$ cat src/design/tpa_pkg.sv
// Shared types and constants for triangle primitive assembly.
package tpa_pkg;

  // Assembly mode codes; the unused code behaves as a triangle list
  localparam logic [1:0] MODE_LIST  = 2'd0;
  localparam logic [1:0] MODE_STRIP = 2'd1;
  localparam logic [1:0] MODE_FAN   = 2'd2;

  // Configuration register indexes (word address)
  localparam logic [1:0] REG_MODE   = 2'd0;
  localparam logic [1:0] REG_VCOUNT = 2'd1;
  localparam logic [1:0] REG_BASE   = 2'd2;

  localparam int unsigned ADDR_W = 4;

  // Number of indices held before a triangle can close
  localparam logic [1:0] SEEN_FULL = 2'd2;

  localparam logic [31:0] COUNT_MAX = 32'hFFFF_FFFF;

  typedef struct packed {
    logic [1:0]  assembly_mode;
    logic [31:0] vertex_count;
    logic [31:0] base_offset;
  } cfg_t;

  typedef struct packed {
    logic [31:0] local_index;
    logic        end_of_primitive;
  } in_item_t;

  typedef struct packed {
    logic [31:0] corner_a;
    logic [31:0] corner_b;
    logic [31:0] corner_c;
    logic        was_dropped;
    logic [31:0] emitted_total;
    logic [31:0] dropped_total;
  } out_item_t;

endpackage

$ cat src/design/triangle_primitive_assembly_top.sv
// Top level of triangle primitive assembly: input register, core and result register.
//
//   channel   direction  handshake              payload
//   in        input      in_valid_i / in_stall_o    in_item_i  (in_item_t)
//   out       output     out_valid_o / out_stall_i  out_item_o (out_item_t)
//   config    input      psel/penable/pwrite        paddr, pwdata, prdata
//
// One index transaction is accepted per cycle unless the input stalls; its triangle,
// if any, passes through the input register and then the result register.
// An output stall holds the result register and backs up into the input register;
// the input stalls only while both are full. Reset clears all sequence state,
// counters and configuration at once.
module triangle_primitive_assembly_top
  import tpa_pkg::*;
(
  input  logic              clk_i,
  input  logic              rst_ni,
  input  logic              in_valid_i,
  output logic              in_stall_o,
  input  in_item_t          in_item_i,
  output logic              out_valid_o,
  input  logic              out_stall_i,
  output out_item_t         out_item_o,
  input  logic              psel,
  input  logic              penable,
  input  logic              pwrite,
  input  logic [ADDR_W-1:0] paddr,
  input  logic [31:0]       pwdata,
  output logic [31:0]       prdata,
  output logic              pready
);

  cfg_t      cfg;
  logic      in_valid_q;
  in_item_t  in_q;
  logic      advance;
  logic      accept;
  logic      tri_valid;
  out_item_t tri_item;

  tpa_cfg_regs u_cfg (
    .clk_i   (clk_i),
    .rst_ni  (rst_ni),
    .psel    (psel),
    .penable (penable),
    .pwrite  (pwrite),
    .paddr   (paddr),
    .pwdata  (pwdata),
    .prdata  (prdata),
    .pready  (pready),
    .cfg_o   (cfg)
  );

  // Advance when the result slot is free or being taken
  assign advance    = !out_valid_o || !out_stall_i;
  assign in_stall_o = in_valid_q && !advance;
  assign accept     = in_valid_i && !in_stall_o;

  always_ff @(posedge clk_i or negedge rst_ni) begin
    if (!rst_ni) begin
      in_valid_q <= 1'b0;
    end else if (accept) begin
      in_valid_q <= 1'b1;
    end else if (advance) begin
      in_valid_q <= 1'b0;
    end
  end

  always_ff @(posedge clk_i) begin
    if (accept) begin
      in_q <= in_item_i;
    end
  end

  tpa_core u_core (
    .clk_i       (clk_i),
    .rst_ni      (rst_ni),
    .cfg_i       (cfg),
    .proc_en_i   (in_valid_q && advance),
    .item_i      (in_q),
    .tri_valid_o (tri_valid),
    .tri_o       (tri_item)
  );

  tpa_out_reg u_out (
    .clk_i       (clk_i),
    .rst_ni      (rst_ni),
    .load_i      (advance),
    .tri_valid_i (in_valid_q && tri_valid),
    .tri_i       (tri_item),
    .out_valid_o (out_valid_o),
    .out_item_o  (out_item_o)
  );

endmodule

$ cat src/design/tpa_cfg_regs.sv
// APB-style configuration registers for triangle primitive assembly.
module tpa_cfg_regs
  import tpa_pkg::*;
(
  input  logic              clk_i,
  input  logic              rst_ni,
  input  logic              psel,
  input  logic              penable,
  input  logic              pwrite,
  input  logic [ADDR_W-1:0] paddr,
  input  logic [31:0]       pwdata,
  output logic [31:0]       prdata,
  output logic              pready,
  output cfg_t              cfg_o
);

  cfg_t       cfg_q, cfg_d;
  logic       wr_en;
  logic [1:0] reg_idx;

  assign pready  = 1'b1;
  assign wr_en   = psel && penable && pwrite;
  assign reg_idx = paddr[3:2];

  // Decode the write; indexes beyond the list are ignored
  always_comb begin
    cfg_d = cfg_q;
    if (wr_en) begin
      unique case (reg_idx)
        REG_MODE:   cfg_d.assembly_mode = pwdata[1:0];
        REG_VCOUNT: cfg_d.vertex_count  = pwdata;
        REG_BASE:   cfg_d.base_offset   = pwdata;
        default:    cfg_d = cfg_q;
      endcase
    end
  end

  always_ff @(posedge clk_i or negedge rst_ni) begin
    if (!rst_ni) begin
      cfg_q <= '0;
    end else begin
      cfg_q <= cfg_d;
    end
  end

  // Read back
  always_comb begin
    unique case (reg_idx)
      REG_MODE:   prdata = {30'd0, cfg_q.assembly_mode};
      REG_VCOUNT: prdata = cfg_q.vertex_count;
      REG_BASE:   prdata = cfg_q.base_offset;
      default:    prdata = 32'd0;
    endcase
  end

  assign cfg_o = cfg_q;

endmodule

$ cat src/design/tpa_core.sv
// Sequence state and triangle forming logic for triangle primitive assembly.
module tpa_core
  import tpa_pkg::*;
(
  input  logic      clk_i,
  input  logic      rst_ni,
  input  cfg_t      cfg_i,
  input  logic      proc_en_i,
  input  in_item_t  item_i,
  output logic      tri_valid_o,
  output out_item_t tri_o
);

  logic [31:0] anchor_q, anchor_d;
  logic [31:0] older_q, older_d;
  logic [31:0] newer_q, newer_d;
  logic [1:0]  seen_q, seen_d;
  logic        odd_q, odd_d;
  logic [31:0] emit_q, emit_d;
  logic [31:0] drop_q, drop_d;

  logic [31:0] idx;
  logic [31:0] ca, cb, cc;
  logic        full;
  logic        bad;

  assign idx  = item_i.local_index;
  assign full = (seen_q == SEEN_FULL);

  // Pick the two stored corners for the current mode
  always_comb begin
    unique case (cfg_i.assembly_mode)
      MODE_STRIP: begin
        ca = odd_q ? newer_q : older_q;
        cb = odd_q ? older_q : newer_q;
      end
      MODE_FAN: begin
        ca = anchor_q;
        cb = newer_q;
      end
      default: begin
        ca = older_q;
        cb = newer_q;
      end
    endcase
    cc = idx;
  end

  assign bad = (ca >= cfg_i.vertex_count) || (cb >= cfg_i.vertex_count) ||
               (cc >= cfg_i.vertex_count);

  // Advance the sequence state and counters
  always_comb begin
    anchor_d = anchor_q;
    older_d  = older_q;
    newer_d  = newer_q;
    seen_d   = seen_q;
    odd_d    = odd_q;
    emit_d   = emit_q;
    drop_d   = drop_q;
    if (full) begin
      if (bad) begin
        if (drop_q != COUNT_MAX) drop_d = drop_q + 32'd1;
      end else begin
        if (emit_q != COUNT_MAX) emit_d = emit_q + 32'd1;
      end
    end
    unique case (cfg_i.assembly_mode)
      MODE_STRIP: begin
        if (seen_q == 2'd0) begin
          older_d = idx;
          seen_d  = 2'd1;
        end else if (seen_q == 2'd1) begin
          newer_d = idx;
          seen_d  = SEEN_FULL;
        end else begin
          older_d = newer_q;
          newer_d = idx;
          odd_d   = ~odd_q;
        end
      end
      MODE_FAN: begin
        if (seen_q == 2'd0) begin
          anchor_d = idx;
          seen_d   = 2'd1;
        end else if (seen_q == 2'd1) begin
          newer_d = idx;
          seen_d  = SEEN_FULL;
        end else begin
          newer_d = idx;
        end
      end
      default: begin
        if (seen_q == 2'd0) begin
          older_d = idx;
          seen_d  = 2'd1;
        end else if (seen_q == 2'd1) begin
          newer_d = idx;
          seen_d  = SEEN_FULL;
        end else begin
          seen_d = 2'd0;
        end
      end
    endcase
  end

  // Form the result transaction
  always_comb begin
    tri_valid_o         = full;
    tri_o.was_dropped   = bad;
    tri_o.corner_a      = bad ? 32'd0 : ca + cfg_i.base_offset;
    tri_o.corner_b      = bad ? 32'd0 : cb + cfg_i.base_offset;
    tri_o.corner_c      = bad ? 32'd0 : cc + cfg_i.base_offset;
    tri_o.emitted_total = emit_d;
    tri_o.dropped_total = drop_d;
  end

  // Hold state; clear everything after the end of a primitive
  always_ff @(posedge clk_i or negedge rst_ni) begin
    if (!rst_ni) begin
      anchor_q <= '0;
      older_q  <= '0;
      newer_q  <= '0;
      seen_q   <= '0;
      odd_q    <= 1'b0;
      emit_q   <= '0;
      drop_q   <= '0;
    end else if (proc_en_i) begin
      if (item_i.end_of_primitive) begin
        anchor_q <= '0;
        older_q  <= '0;
        newer_q  <= '0;
        seen_q   <= '0;
        odd_q    <= 1'b0;
        emit_q   <= '0;
        drop_q   <= '0;
      end else begin
        anchor_q <= anchor_d;
        older_q  <= older_d;
        newer_q  <= newer_d;
        seen_q   <= seen_d;
        odd_q    <= odd_d;
        emit_q   <= emit_d;
        drop_q   <= drop_d;
      end
    end
  end

endmodule

$ cat src/design/tpa_out_reg.sv
// Result register with stall for triangle primitive assembly.
module tpa_out_reg
  import tpa_pkg::*;
(
  input  logic      clk_i,
  input  logic      rst_ni,
  input  logic      load_i,
  input  logic      tri_valid_i,
  input  out_item_t tri_i,
  output logic      out_valid_o,
  output out_item_t out_item_o
);

  logic      res_valid_q;
  out_item_t res_q;

  // Load a new slot when the stage advances, else hold
  always_ff @(posedge clk_i or negedge rst_ni) begin
    if (!rst_ni) begin
      res_valid_q <= 1'b0;
    end else if (load_i) begin
      res_valid_q <= tri_valid_i;
    end
  end

  always_ff @(posedge clk_i) begin
    if (load_i && tri_valid_i) begin
      res_q <= tri_i;
    end
  end

  assign out_valid_o = res_valid_q;
  assign out_item_o  = res_q;

endmodule
$ cat config.mk
export PLATFORM = sky130hd
export DESIGN_NAME = triangle_primitive_assembly_top
export DESIGN_NICKNAME = d
export VERILOG_FILES = /design/src/design/tpa_pkg.sv /design/src/design/triangle_primitive_assembly_top.sv /design/src/design/tpa_cfg_regs.sv /design/src/design/tpa_core.sv /design/src/design/tpa_out_reg.sv
export SDC_FILE = /design/constraint.sdc
export NUM_CORES = 1
export LEC_CHECK = 0
export ABC_CLOCK_PERIOD_IN_PS = 11200
export BUFFER_PORTS_ARGS = -buffer_cell sky130_fd_sc_hd__buf_2
export CAP_MARGIN = 20
export CORE_MARGIN = 3
export CORE_UTILIZATION = 45
export DETAILED_ROUTE_END_ITERATION = 8
export GPL_TIMING_DRIVEN = 0
export PLACE_DENSITY_LB_ADDON = 0.12
export SLEW_MARGIN = 10
export SYNTH_ARGS = -nofsm -noshare
export SYNTH_HDL_FRONTEND = slang
export SYNTH_SLANG_ARGS = --single-unit
$ cat constraint.sdc
create_clock -name clk_i -period 11.2 [get_ports clk_i]
set_input_delay 0.56 -clock clk_i [delete_from_list [all_inputs] [get_ports clk_i]]
set_output_delay 0.56 -clock clk_i [all_outputs]
set_load 0.02 [all_outputs]
==> impl_metrics.toml, run 1 <==
[route]
drc = 0
first_pass_iters = 7
routed_wl_mm = 88.9
routed_via_density = 6.00
drtIter0Drc = 2389
final_antenna_net_count = 0
wl_per_cell_um = 23.8
vias = 22400

[job]
drv_cap = 0

[yosys]
synth_area_sq_um = 25700
postSynthAreaPerCell_sq_um = 9.80
yosys_warnings = 0
synth-edff-count = 194
synth_nets = 2894
syn_inst = 2622
ys_seq_area_share_pct = 45.2
yosysUniqueCellTypes = 77
ys_seq_elements = 425
synth_top_flop_cell = "dfrtp_1"
ys_async_sr_fraction_pct = 54.4

[timing]
fin_skew_ns = 0.0328
fmax_mhz = 139
timing.final.crit_share_pct = 64.4
slew_violations = 0
hold_slack_ns = 0.112
setup_violations = 0
rsz0062_at_grt = "no"
worst-slew-pin-transition_ns = 1.10
slew_headroom_pct = 25.9
final-hold-violation-count = 0
fin_crit_ns = 7.22

[global_routing]
grt_use_total_pct = 29.2
overflow = 0
grt_pass1_vias = 21700
grt_pass1_wl_mm = 133
top_usage_layer = "met2"
grt_max_degree = 102
antenna_found_initial = 1
global_route.usage.met2_pct = 43.5
met3_usage_pct = 6.54
met1_usage_pct = 42.1

[final_layout]
most-common-layout-cells = "nand2_1, buf_2, o21ai_0, dfrtp_1, edfxtp_1"
mostFrequentLayoutCell = "nand2_1"
fin_nets = 3223
areaGrowthSynthToFinish_pct = 16.1
layout-drive-gt1-share_pct = 14.5
fillCellCount = 5086
n_antenna_cell = 0
fin_cells = 3738

[critical_path]
crit_type = "flip-flop to flip-flop"
startpoint_type = "flip-flop"
timing.rr.end = "u_out.out_item_o[90]"
crit_required_ns = 11.61
ff2ff_path_depth = 21
cp_max_fo = 10
worstSetupEndpointType = "flip-flop"
worst-r2r-setup-slack_ns = 3.98
arrival_ns = 7.63
r2r-start = "u_cfg.cfg_o[65]"

[floorplan]
die_h_um = 245
initial_utilization_pct = 46.0
num_rows = 86
fp.dieArea_sq_um = 60000
dieWidth_um = 245
core-area_sq_um = 55800
pin_count = 272

[clock_network]
cts-root-buf = "clkbuf_16"
cts_made_buffers = 48
htreeDepth = 2
tritoncts = "built"
cts_setup_buffers = 0
cts-resized-gates = 0
clkTransAtPathRegs_ns = 0.06
clock_latency_ns = 0.63
cts_max_path_buffers = 3
cts.sinks = 425

[pwr]
ir_worst_vdd_mv = 0.132
power_density_nw_per_um2 = 241
power.total_uw = 7180
leakagePower_uw = 0.0133

[min_path]
holdPathStages = 1
hold_start = "in_item_i[0]"
hold_class = "input port to flip-flop"
min_to = "in_q[0]"

[placed_design]
dp_cells = 3648
port_buffers = 267
gp_congestion = 0.972
dpl.hpwl_mm = 68.8

[status]
outcome = "completed"
==> power breakdown <==
part	internal (uW)	switching, uW
Clock	928	694
Sequential	2030	266
Combinational	1100	2160
==> Yosys cell counts (63+ instances only) <==
master | instances | area, sq um
dfrtp_1 | 231 | 5780
nand2_1 | 331 | 1240
ha_1 | 193 | 2410
clkbuf_1 | 105 | 394
inv_1 | 137 | 514
a21o_1 | 73 | 548
edfxtp_1 | 194 | 5830
o21ai_0 | 234 | 1170
mux2i_1 | 63 | 631
a21oi_1 | 101 | 505
xnor2_1 | 76 | 666
nor2_1 | 167 | 627
==> final cells by class <==
cell class | instances | area (sq um) | share of cell area [%]
buffer | 134 | 538 | 1.80
sequential | 425 | 11600 | 38.9
inverter | 139 | 522 | 1.75
multi-input combinational | 1924 | 13100 | 43.8
tap | 748 | 936 | 3.14
clock inverter | 33 | 368 | 1.23
clock buffer | 56 | 1250 | 4.20
timing repair buffer | 279 | 1550 | 5.20
==> sequential cells by signal (all words and copies together) (netlist names) <==
register	flops
in_q	33
in_valid_q	1
u_core.anchor_q	32
u_core.newer_q	32
u_core.drop_q	32
u_core.older_q	32
u_core.emit_q	32
u_out.out_valid_o	1
u_out.out_item_o	161
u_core.odd_q	1
u_cfg.cfg_o	66
u_core.seen_q	2
==> metrics by stage <==
step	area, sq um	utilization [%]	worst slack, ns	setup TNS (ns)
floorplan	25700	-	2.35	0
global placement	28000	50.1	-0.827	-60.43
detailed placement	28200	50.5	4.18	0
CTS	29800	53.4	4.11	0
global route	29800	53.4	3.72	0
finish	29800	53.4	3.98	0
==> worst max-delay path: stages (launching register included) <==
cell and delay, ns:
dfrtp_1 0.40, inv_1 0.06, ha_1 0.17, clkbuf_1 0.23, nand2_1 0.25, clkbuf_1 0.55
clkbuf_1 0.52, nand2_1 0.10, o21ai_0 0.31, ha_1 0.38, a21o_1 0.16, a21o_1 0.17
a21oi_1 0.15, o22ai_1 0.11, nor4b_2 0.45, o21ai_2 0.14, nor4_4 0.62, clkbuf_1 0.70
buf_2 0.51, clkbuf_1 0.65, nand2_1 0.10, a21oi_1 0.26
==> worst max path at each step <==
stage | slack, ns | cells past startpoint | endpoint | start
after floorplan | 2.35 | 7 | u_core.emit_q[24] | u_core.seen_q[1]
after global placement | -0.83 | 7 | u_core.emit_q[24] | u_core.seen_q[1]
after detailed placement | 4.18 | 20 | u_out.out_item_o[90] | u_cfg.cfg_o[64]
after CTS | 4.11 | 21 | u_out.out_item_o[90] | u_cfg.cfg_o[65]
after global routing | 3.72 | 21 | u_out.out_item_o[90] | u_cfg.cfg_o[65]
final | 3.98 | 21 | u_out.out_item_o[90] | u_cfg.cfg_o[65]
==> cells by family after synthesis <==
logic type	Yosys count	share of synthesized area, %
other	1	0.0146
AND/OR/NAND/NOR	794	14.8
flip-flops	425	45.2
adder cells (fa/ha/maj)	196	9.63
multiplexers	100	4.08
buffers and inverters	273	4.12
XOR/XNOR	128	4.42
AO/OA/AOI/OAI	705	17.8
==> repair_timing <==
item | CTS | global route
endpoints found under the setup margin | 0 | 0
hold endpoints to repair | 66 | 0
hold buffers | 1 | 0
==> metal layers <==
metal  up-vias  part of all wire [%]  wire [um]
met4         2                   3.3       2910
met5         -                 0.062         55
met2      1042                    43      38100
met1     11000                    45      39600
met3       154                   9.2       8220
li1      10300                     -          -
(Power assumes the default switching activity.)
==> inputs of run 2 (changes only) <==
--- a/config.mk
+++ b/config.mk
@@ -5,7 +5,7 @@
 export SDC_FILE = /design/constraint.sdc
 export NUM_CORES = 1
 export LEC_CHECK = 0
-export ABC_CLOCK_PERIOD_IN_PS = 11200
+export ABC_CLOCK_PERIOD_IN_PS = 7400
 export BUFFER_PORTS_ARGS = -buffer_cell sky130_fd_sc_hd__buf_2
 export CAP_MARGIN = 20
 export CORE_MARGIN = 3
==> constraint.sdc (replaced) <==
create_clock -name clk_i -period 7.4 [get_ports clk_i]
set_input_delay 0.37 -clock clk_i [delete_from_list [all_inputs] [get_ports clk_i]]
set_output_delay 0.37 -clock clk_i [all_outputs]
set_load 0.02 [all_outputs]
==> run 2 against run 1 <==
Combinational power is 52% higher. Register-to-register slack lost 3.5 ns. Core utilization up 0.92 points. Count of clock-buffer cells in the layout is 3 higher. First-iteration DRC count fell by 5.6%. Flip-flop and latch count unchanged. Sequential power rose by 52%. Final area is 1.7% higher. Critical endpoint is now u_out.out_item_o[134].
==> impl_metrics.toml, run 2 (same netlist as run 1, synthesis figures left out) <==
[placed_design]
port_buffers = 267
gp_congestion = 0.933
dp_cells = 3648
dpl.hpwl_mm = 69.1

[final_layout]
mostFrequentLayoutCell = "nand2_1"
largest_reg_flops = 161
multi_input_area_sq_um = 13100
fin_nets = 3273
fillCellCount = 5051
layout-drive-gt1-share_pct = 14.4
most-common-layout-cells = "nand2_1, buf_2, o21ai_0, dfrtp_1, edfxtp_1"
regArea_sq_um = 11600
fin_cells = 3790
areaGrowthSynthToFinish_pct = 18.0

[pwr]
power_density_nw_per_um2 = 359
power.total_uw = 10900
ir_worst_vdd_mv = 0.189
leakagePower_uw = 0.0136

[timing]
slew_headroom_pct = 19.9
final-hold-violation-count = 0
fin_crit_ns = 6.94
slew_violations = 0
timing.final.crit_share_pct = 93.8
rsz0062_at_grt = "no"
fin_skew_ns = 0.0316
setup_violations = 0
worst-slew-pin-transition_ns = 1.19
fmax_mhz = 144

[route]
vias = 22600
routed_via_density = 5.96
wl_met3_mm = 8.17
drc = 0
final_antenna_net_count = 0
top_layer = "met5"
first_pass_iters = 8
wl_per_cell_um = 23.7
wirelength_met1_mm = 39.5
routed_wl_mm = 89.8
drtIter0Drc = 2255
route.met2.wl_mm = 38.8

[floorplan]
core-area_sq_um = 55800
die_h_um = 245
num_rows = 86
initial_utilization_pct = 46.0
pin_count = 272
fp.dieArea_sq_um = 60000
dieWidth_um = 245

[global_routing]
grt_pass1_vias = 22000
grt_pass1_wl_mm = 134
overflow = 0
grt_use_total_pct = 29.5
antenna_found_initial = 2
grt_max_degree = 104

[clock_network]
cts_made_buffers = 48
clock_latency_ns = 0.62
clkTransAtPathRegs_ns = 0.06
cts_max_path_buffers = 3
cts-root-buf = "clkbuf_16"
tritoncts = "built"
cts_setup_buffers = 0
cts.sinks = 425
htreeDepth = 2

[critical_path]
crit_type = "flip-flop to flip-flop"
startpoint_type = "flip-flop"
worstSetupEndpointType = "flip-flop"
cp_max_fo = 10
arrival_ns = 7.25
crit_required_ns = 7.71

[status]
outcome = "completed"

[min_path]
hold_class = "input port to flip-flop"

[job]
drv_cap = 0
==> run 2: routing by layer <==
metal  vias to the layer above  global-route usage [%]
li1                      10400                       -
met5                         -                       0
met2                      1071                    44.9
met4                         2                    10.8
met3                       182                    6.06
met1                     11000                    41.7
==> run 2: power breakdown <==
part	internal [uW]	switching, uW	total [uW]
Sequential	3070	411	3480
Combinational	1700	3270	4970
Clock	1410	1040	2450
==> run 2: timing repair <==
item,CTS,global route
hold buffers,51,0
hold endpoints to repair,91,0
endpoints found under the setup margin,2,8
gates resized for setup,0,3
==> run 2: per-stage QoR <==
stage	util (%)	setup TNS, ns	area (sq um)	hold slack, ns	worst slack [ns]
after global placement	50.1	-58.65	28000	0.462	-0.759
after CTS	54.3	0	30300	0.000353	0.251
final	54.3	0	30300	0.0191	0.459
after global routing	54.3	0	30300	0.0123	0.239
after floorplan	-	0	25700	0.0744	1.37
after detailed placement	50.5	0	28200	0.294	0.00782
==> run 2: final timing paths <==
kind	to	slack (ns)	startpoint	depth (start not counted)
worst min-delay path	u_cfg.cfg_o[60]	0.02	pwdata[28]	3
min in group asynchronous	u_core.emit_q[18]	0.23	rst_ni	2
worst min register to register	u_core.anchor_q[30]	0.49	u_core.anchor_q[30]	2
worst max register to register	u_out.out_item_o[134]	0.46	u_cfg.cfg_o[64]	20
worst max-delay path	u_out.out_item_o[134]	0.46	u_cfg.cfg_o[64]	20
max in group asynchronous	u_cfg.cfg_o[13]	6.26	rst_ni	3
==> run 2: critical path, cell delays in order, from the launching register on <==
cell and delay, ns:
dfrtp_1 0.39, inv_1 0.06, ha_1 0.43, clkbuf_1 0.53
clkbuf_1 0.60, o22ai_1 0.18, a222oi_1 0.34, inv_1 0.20
ha_1 0.32, nand4_1 0.23, nor4_1 0.67, o21ai_0 0.20
a21o_1 0.19, o211ai_1 0.15, nor4_4 0.14, inv_2 0.10
buf_4 0.21, buf_2 0.32, buf_2 0.50, buf_1 0.68
nor2_1 0.18
==> run 2: final cells by class <==
| type | count | area share, % |
|---|---|---|
| Multi-Input combinational cell | 1924 | 43.0 |
| Clock buffer | 59 | 4.20 |
| Antenna cell | 1 | 0.00825 |
| Inverter | 139 | 1.72 |
| Sequential cell | 425 | 38.3 |
| Clock inverter | 31 | 1.09 |
| Buffer | 133 | 1.77 |
| Tap cell | 748 | 3.09 |
| Timing Repair Buffer | 330 | 6.84 |
